--- src/rtl/core/tmbcr_pkg.sv ---
package tmbcr_pkg;

	localparam int CoordW = 16;
	localparam int SizeW  = 12;
	localparam int MoveW  = 13;
	localparam int CfgW   = 7;

	// fraction bits of every coordinate
	localparam int FracBits = 4;

	localparam logic [1:0] CfgTileSize = 2'd0;
	localparam logic [1:0] CfgMapCols  = 2'd1;
	localparam logic [1:0] CfgMapRows  = 2'd2;

	localparam logic CmdWrite = 1'b0;
	localparam logic CmdMove  = 1'b1;

	// request to the shared divider
	typedef struct packed {
		logic              start;
		logic [16:0]       dividend;
	} div_req_t;

	// answer of the shared divider
	typedef struct packed {
		logic              busy;
		logic              done;
		logic [16:0]       quotient;
	} div_rsp_t;

endpackage

--- src/rtl/core/tmbcr_div.sv ---
module tmbcr_div #(
	parameter int SPAN_W = 11
) (
	input  logic                  clk,
	input  logic                  arst_n,
	input  tmbcr_pkg::div_req_t   req,
	input  logic [SPAN_W-1:0]     divisor,
	output tmbcr_pkg::div_rsp_t   rsp
);

	localparam int NW = 17;
	localparam int CW = $clog2(NW + 1);

	logic [NW-1:0]     num_q;
	logic [SPAN_W:0]   rem_q;
	logic [CW-1:0]     cnt_q;
	logic              busy_q;
	logic              done_q;
	logic [SPAN_W:0]   trial;
	logic [SPAN_W+1:0] diff;

	// one quotient bit per cycle, restoring
	always_comb begin
		trial = {rem_q[SPAN_W-1:0], num_q[NW-1]};
		diff  = {1'b0, trial} - {2'b00, divisor};
	end

	always_ff @(posedge clk or negedge arst_n) begin
		if (!arst_n) begin
			busy_q <= 1'b0;
			done_q <= 1'b0;
			cnt_q  <= '0;
		end else begin
			done_q <= 1'b0;
			if (req.start) begin
				busy_q <= 1'b1;
				cnt_q  <= CW'(NW);
			end else if (busy_q) begin
				cnt_q <= cnt_q - 1'b1;
				if (cnt_q == CW'(1)) begin
					busy_q <= 1'b0;
					done_q <= 1'b1;
				end
			end
		end
	end

	always_ff @(posedge clk) begin
		if (req.start) begin
			num_q <= req.dividend;
			rem_q <= '0;
		end else if (busy_q) begin
			if (!diff[SPAN_W+1]) begin
				rem_q <= diff[SPAN_W:0];
				num_q <= {num_q[NW-2:0], 1'b1};
			end else begin
				rem_q <= trial;
				num_q <= {num_q[NW-2:0], 1'b0};
			end
		end
	end

	assign rsp.busy     = busy_q;
	assign rsp.done     = done_q;
	assign rsp.quotient = num_q;

endmodule

--- config.mk ---
export PLATFORM = sky130hd
export DESIGN_NAME = tmbcr_div
export DESIGN_NICKNAME = d
export VERILOG_FILES = /design/src/rtl/core/tmbcr_pkg.sv /design/src/rtl/core/tmbcr_div.sv
export SDC_FILE = /design/constraint.sdc
export NUM_CORES = 1
export LEC_CHECK = 0
export BUFFER_PORTS_ARGS = -buffer_cell sky130_fd_sc_hd__buf_2
export CAP_MARGIN = 10
export CORE_MARGIN = 1.5
export CORE_UTILIZATION = 50
export CTS_BUF_LIST = sky130_fd_sc_hd__clkbuf_8
export CTS_CLUSTER_DIAMETER = 50
export CTS_CLUSTER_SIZE = 40
export DETAILED_ROUTE_END_ITERATION = 16
export PLACE_DENSITY = 0.84
export SLEW_MARGIN = 20
export SYNTH_ARGS = -nofsm -noshare
export SYNTH_HDL_FRONTEND = slang
export SYNTH_SLANG_ARGS = --single-unit
--- constraint.sdc ---
create_clock -name clk -period 2.25 [get_ports clk]
set_input_delay 0.1125 -clock clk [delete_from_list [all_inputs] [get_ports clk]]
set_output_delay 0.1125 -clock clk [all_outputs]
set_load 0.01 [all_outputs]
=== Word level (Yosys, flattened, before mapping) ===
Cells that the tools add are included.

* Flip-flop bits (word level): 35
* Input port bits: 31

* $add $sub $neg: 2
* Reduce and logical (&&, ||, !) cells: 1
* Mux-type cells: 12
* Eq/ne operators: 1

{| class="wikitable"
|+ Operators by type and width
! operator !! count
|-
| 17-bit 2-to-1 mux || 2
|-
| 12-bit by 11-bit subtractor with 13-bit output || 1
|-
| 11-bit 2-to-1 mux || 1
|-
| 5-bit 2-to-1 mux || 2
|-
| 1-bit 2-to-1 mux || 7
|-
| 5-bit by 1-bit == test with 1-bit output (second input constant) || 1
|-
| 5-bit by 1-bit subtractor with 5-bit output (second input constant) || 1
|-
| 2-bit nonzero test || 1
|}

=== Depth between registers and ports, before layout ===
* Depth after elaboration: 4
* Mapped depth: 10
* Gate-level depth less buffers: 9

=== Worst setup path before layout ===
Ideal clock, no wire load.

* Path type: register to register
* Start: register num_q[16]
* End: register num_q[0] (data pin)
* Data required time: 1990 ps
* Period minus slack after synthesis: 2460 ps
* Stages on the path, launching flop included: 10
* Path slack: -210 ps
* Buffers on the path: 1
* Arrival: 2200 ps
* Cell sequence: edfxtp_1 -> inv_1 -> ha_1 -> fa_1 -> and2b_1 -> o2111ai_1 -> a21oi_2 -> or4_1 -> buf_6 -> mux2_2

* Word-level cells in the longest chain between the ends: 4

{| class="wikitable"
|+ Ends and longest elaborated chain
! item !! line !! source
|-
| start, declared || tmbcr_div.sv:14 || <nowiki>logic [NW-1:0] num_q;</nowiki>
|-
| start signal, assigned || tmbcr_div.sv:50 || <nowiki>num_q <= req.dividend;</nowiki>
|-
| start signal, assigned || tmbcr_div.sv:55 || <nowiki>num_q <= {num_q[NW-2:0], 1'b1};</nowiki>
|-
| start signal, assigned || tmbcr_div.sv:58 || <nowiki>num_q <= {num_q[NW-2:0], 1'b0};</nowiki>
|-
| 12-bit by 11-bit subtractor with 13-bit output || tmbcr_div.sv:25 || <nowiki>diff = {1'b0, trial} - {2'b00, divisor};</nowiki>
|-
| 1-bit 2-to-1 mux || tmbcr_div.sv:53 || <nowiki>if (!diff[SPAN_W+1]) begin</nowiki>
|-
| 17-bit 2-to-1 mux || tmbcr_div.sv:52 || <nowiki>end else if (busy_q) begin</nowiki>
|-
| 17-bit 2-to-1 mux || tmbcr_div.sv:49 || <nowiki>if (req.start) begin</nowiki>
|}

Every way passes these cells. The select of a mux whose other input is x is not followed.
A chain may end at the register's enable or synchronous reset.

=== Worst setup path in the final report ===
* Start: register num_q[16]
* End: register rem_q[2]

* Word-level cells in the longest chain between the ends: 2

{| class="wikitable"
|+ Ends and longest elaborated chain
! item !! line !! source
|-
| 12-bit by 11-bit subtractor with 13-bit output || tmbcr_div.sv:25 ||
|-
| 11-bit 2-to-1 mux || tmbcr_div.sv:53 ||
|-
| end signal, assigned || tmbcr_div.sv:54 || <nowiki>rem_q <= diff[SPAN_W:0];</nowiki>
|-
| end signal, assigned || tmbcr_div.sv:57 || <nowiki>rem_q <= trial;</nowiki>
|-
| end, declared || tmbcr_div.sv:15 || <nowiki>logic [SPAN_W:0] rem_q;</nowiki>
|}

Every way passes these cells.

==> results by stage <==
Yosys:
- The synthesized area divided by synthesized cell count is 10.5 um^2.
- Of the total synthesized cell area, the portion taken by full adders, half adders and majority gates is 0.0892.
- The net count after synthesis is 240.
- The share of synthesized area spent on multiplexers is 0.103.
- The cell count after synthesis is 195.
- The simple logic cell fraction of the synthesized area is 0.127.
- In this run, synthesis produced a sequential element count of 35.
- The most used flip-flop cell after synthesis is sky130_fd_sc_hd__edfxtp_1.
- By area, the combinational part of the netlist is dominated by compound AO/OA/AOI/OAI gates.
- The cell area after technology mapping is 2050 um^2.
- The fraction of the yosys area taken by sequential cells is 0.442.
- The number of synthesized flops with an enable pin is 17.
- Yosys printed 0 warnings.
- Counting flops with an async set or reset pin after synthesis yields a share of 0.200.
- The compound-cell area share of the yosys netlist is 0.139.
- The number of different library cells used by synthesis comes to 44.
- Of the total synthesized cell area, the portion taken by XOR and XNOR cells is 0.0428.

Worst setup path:
- The standard cell with the maximum stage delay on the critical path is sky130_fd_sc_hd__or4_4.
- In this design, the largest share of critical-path delay is due to simple AND/OR/NAND/NOR gates.
- The critical path class is flip-flop to flip-flop.
- The endpoint required time on the critical path is 2.45 ns.
- The count of buffer and inverter cells on the critical path is 2.
- The largest stage delay on the critical path is 0.45 ns.
- The critical path goes through inv_1, ha_2, fa_2, and2b_1, o2111ai_2, a21oi_2, or4_4, buf_6, mux2i_2, a211oi_2.
- In this run the worst path has a maximum fanout of 7.
- The worst setup path is captured at a flip-flop.
- The data arrival time of the critical path is 2.61 ns.
- STA classifies the critical path startpoint as a flip-flop.

Route:
- The residual DRC count is 0.
- The detail route stage leaves a number of antenna-violating nets equal to 0.
- The first detailed-routing pass took 4 iterations.
- After detailed routing, the number of vias per cell comes to 5.40.
- The total wire length is 4.68 mm.
- The iteration-0 DRC count of the detailed router is 105.
- Detailed routing inserted a total of 1697 vias.
- The average detailed-routed wire length per instance is 14.9 um.

Floorplan:
- Measured along the x axis, the die boundary spans 67.0 um.
- During I/O placement, the number of pins put on the boundary was 50.
- Row generation in the floorplan step produced 23 rows.
- The core footprint is 3970 um^2.
- The floorplan step defined a die boundary enclosing 4490 um^2.
- The vertical die dimension is 67.0 um.
- The initial utilization of the core area, before any placement, comes to 0.516.

Timing:
- The timing-limited maximum frequency is 0.415 GHz.
- The final worst-path setup slack is -0.161 ns.
- The worst slew margin relative to its limit is 0.687.
- The portion of the clock cycle consumed by the worst path in the final layout is 1.07.
- The number of max-slew violations in the final report is 0.
- Setup violations remaining at the end of the flow were counted as 9.
- The worst clock skew is 0.00674 ns.
- The final-report hold violation count was 0.
- At the pin with the least slew margin, the transition time is 0.463 ns.
- The final critical-path required period is 2.41 ns.
- Setup repair after global routing could not meet its margin everywhere.

Pwr:
- The analysis attributes to cell leakage a power of 1.21 nW.
- For this design the ratio of total power to cell area is 1070 nW/um^2.
- Across the VDD grid, the largest voltage drop is 0.586 mV.
- The completed layout was analyzed and its total power is 2.79 mW.

Run status:
- The checks that failed: setup timing.
- The run finished, with violations left.

Final layout:
- The number of antenna diodes in the final layout is 0.
- Of the cells placed in the final design, the portion with a size suffix greater than 1 is 0.405.
- The number of nets at the end of the flow is 308.
- Compared with the post-synthesis result, the final layout area differs by 27.1%.

Global routing:
- The global-route wire length before repair is 7.01 mm.
- The number of antenna violations at the first check in global routing is 0.
- The via count of the first global-routing pass is 1554.
- The pin count of the biggest net entering global routing is 25.
- Across every metal layer, demand over resource in global routing totals 0.211.
- The total overflow reported by the global router is 0.

CTS:
- Clock-pin slew was measured on the worst setup and hold paths at 0.07 ns.
- In this run, CTS created clock tree buffers numbering 5.
- The clock tree from TritonCTS is yes.
- The number of H-tree levels is 2.
- For the worst-skew pair, the clock arrives at the later sink with an insertion delay of 0.28 ns.
- The CTS root buffer is sky130_fd_sc_hd__clkbuf_8.
- The total clock sinks is 35.
- The maximum number of buffers from clock root to sink is 2.

Place:
- Port buffering added 49 buffers.
- The setup slack after placement is -0.177 ns.
- The final RePlAce weighted congestion is 0.845.
- The HPWL reported at the end of detailed placement is 3.30 mm.

Min path:
- The path class of the tightest hold or removal check is input pin to flip-flop.

Job:
- The max-capacitance violation count is 0.
## state kept, by name, indices dropped and copies added (netlist names)
register / count
busy_q: 1
cnt_q: 5
done_q: 1
num_q: 17
rem_q: 11
## cell type report
type / count / area [um^2]
multi-input cells: 133 / 1060
flip-flops and latches: 35 / 906
inverters: 17 / 63.8
well taps: 50 / 62.6
clock buffers: 5 / 68.8
repair buffers: 71 / 424
clock inverters: 3 / 12.5
fillers: 301 / 1370
## per-layer routing
layer	part of all wire	global-route usage
met2	0.50	0.325
met4	0.020	0.105
met5	0	0
met3	0.047	0.0507
met1	0.43	0.275
## cell families (layout without fill, tap and decap cells)
logic type	after synthesis	count (layout)
xor+xnor	10	10
buf+inv	27	96
flops	35	35
compound gates	40	40
fa+ha+maj	14	14
mux	19	19
simple gates	50	50
## path summary, 6_finish.rpt
path / cells after the start / endpoint / slack [ns] / startpoint
worst max-delay path: 10 / rem_q[2] / -0.16 / num_q[16]
worst min-delay path: 2 / num_q[4] / 0.13 / req[4]
worst max register to register: 10 / rem_q[2] / -0.16 / num_q[16]
worst min register to register: 2 / rem_q[4] / 0.51 / rem_q[4]
max in group asynchronous: 2 / cnt_q[2] / 1.91 / arst_n
min in group asynchronous: 2 / cnt_q[1] / 0.18 / arst_n
## placed cells by master (no fill, tap or decap), types with 3 or more instances in the layout
| master | count |
|---|---|
| sky130_fd_sc_hd__buf_2 | 49 |
| sky130_fd_sc_hd__inv_1 | 19 |
| sky130_fd_sc_hd__nor2_1 | 18 |
| sky130_fd_sc_hd__buf_4 | 18 |
| sky130_fd_sc_hd__mux2_2 | 17 |
| sky130_fd_sc_hd__edfxtp_1 | 17 |
| sky130_fd_sc_hd__ha_1 | 12 |
| sky130_fd_sc_hd__dfxtp_1 | 11 |
| sky130_fd_sc_hd__nand2_1 | 9 |
| sky130_fd_sc_hd__a21oi_1 | 7 |
| sky130_fd_sc_hd__xnor2_1 | 7 |
| sky130_fd_sc_hd__dfrtp_1 | 7 |
| sky130_fd_sc_hd__o21ai_0 | 6 |
| sky130_fd_sc_hd__nand2b_1 | 6 |
| sky130_fd_sc_hd__clkbuf_8 | 5 |
| sky130_fd_sc_hd__a211oi_1 | 4 |
| sky130_fd_sc_hd__a311oi_1 | 3 |
| sky130_fd_sc_hd__xor2_1 | 3 |
| sky130_fd_sc_hd__nor3_1 | 3 |
| sky130_fd_sc_hd__buf_6 | 3 |
## where the power goes
group          internal (mW)  switching (mW)
combinational          0.679           0.674
clock                  0.208           0.217
sequential             0.881           0.134
total                   1.77            1.02
## Yosys cell counts (2+ instances only)
| master | n | area, um^2 |
|---|---|---|
| sky130_fd_sc_hd__mux2_2 | 17 | 191 |
| sky130_fd_sc_hd__dfrtp_1 | 7 | 175 |
| sky130_fd_sc_hd__inv_1 | 17 | 63.8 |
| sky130_fd_sc_hd__nor4_1 | 3 | 18.8 |
| sky130_fd_sc_hd__a21oi_1 | 7 | 35.0 |
| sky130_fd_sc_hd__o211ai_1 | 2 | 15.0 |
| sky130_fd_sc_hd__edfxtp_1 | 17 | 510 |
| sky130_fd_sc_hd__o21ai_0 | 6 | 30.0 |
| sky130_fd_sc_hd__nor3_1 | 3 | 15.0 |
| sky130_fd_sc_hd__a211oi_1 | 5 | 37.5 |
| sky130_fd_sc_hd__xor2_1 | 3 | 26.3 |
| sky130_fd_sc_hd__o2111ai_1 | 2 | 17.5 |
| sky130_fd_sc_hd__o31ai_1 | 2 | 15.0 |
| sky130_fd_sc_hd__mux2i_1 | 2 | 20.0 |
| sky130_fd_sc_hd__clkbuf_1 | 6 | 22.5 |
| sky130_fd_sc_hd__buf_4 | 2 | 15.0 |
| sky130_fd_sc_hd__a32oi_1 | 2 | 17.5 |
| sky130_fd_sc_hd__xnor2_1 | 7 | 61.3 |
| sky130_fd_sc_hd__ha_1 | 13 | 163 |
| sky130_fd_sc_hd__and2_1 | 2 | 12.5 |
| sky130_fd_sc_hd__o21a_1 | 2 | 15.0 |
| sky130_fd_sc_hd__a311oi_1 | 3 | 26.3 |
| sky130_fd_sc_hd__a21o_1 | 2 | 15.0 |
| sky130_fd_sc_hd__dfxtp_1 | 11 | 220 |
| sky130_fd_sc_hd__nand2b_1 | 6 | 37.5 |
| sky130_fd_sc_hd__nand2_1 | 11 | 41.3 |
| sky130_fd_sc_hd__nor2_1 | 18 | 67.6 |
## per-stage QoR
step	cells	hold slack (ns)	util	cell area (um^2)	TNS, ns
floorplan	195	-0.183	-	2050	-0.267
global placement	299	-0.0503	0.610	2420	-0.0658
detailed placement	299	-0.0442	0.610	2420	-0.560
CTS	311	0.125	0.642	2550	-0.206
global route	314	0.119	0.655	2600	-1.61
finish	314	0.133	0.655	2600	-0.502
## what timing repair did
item / CTS / global route
pin swaps: 2 / 7
endpoints found under the hold margin: 7 / 0
endpoints found under the setup margin: 10 / 12
gates resized for setup: 4 / 9
hold buffers: 1 / 0
setup buffers: 3 / 3
No activity file was read; power rests on OpenSTA's default activity.
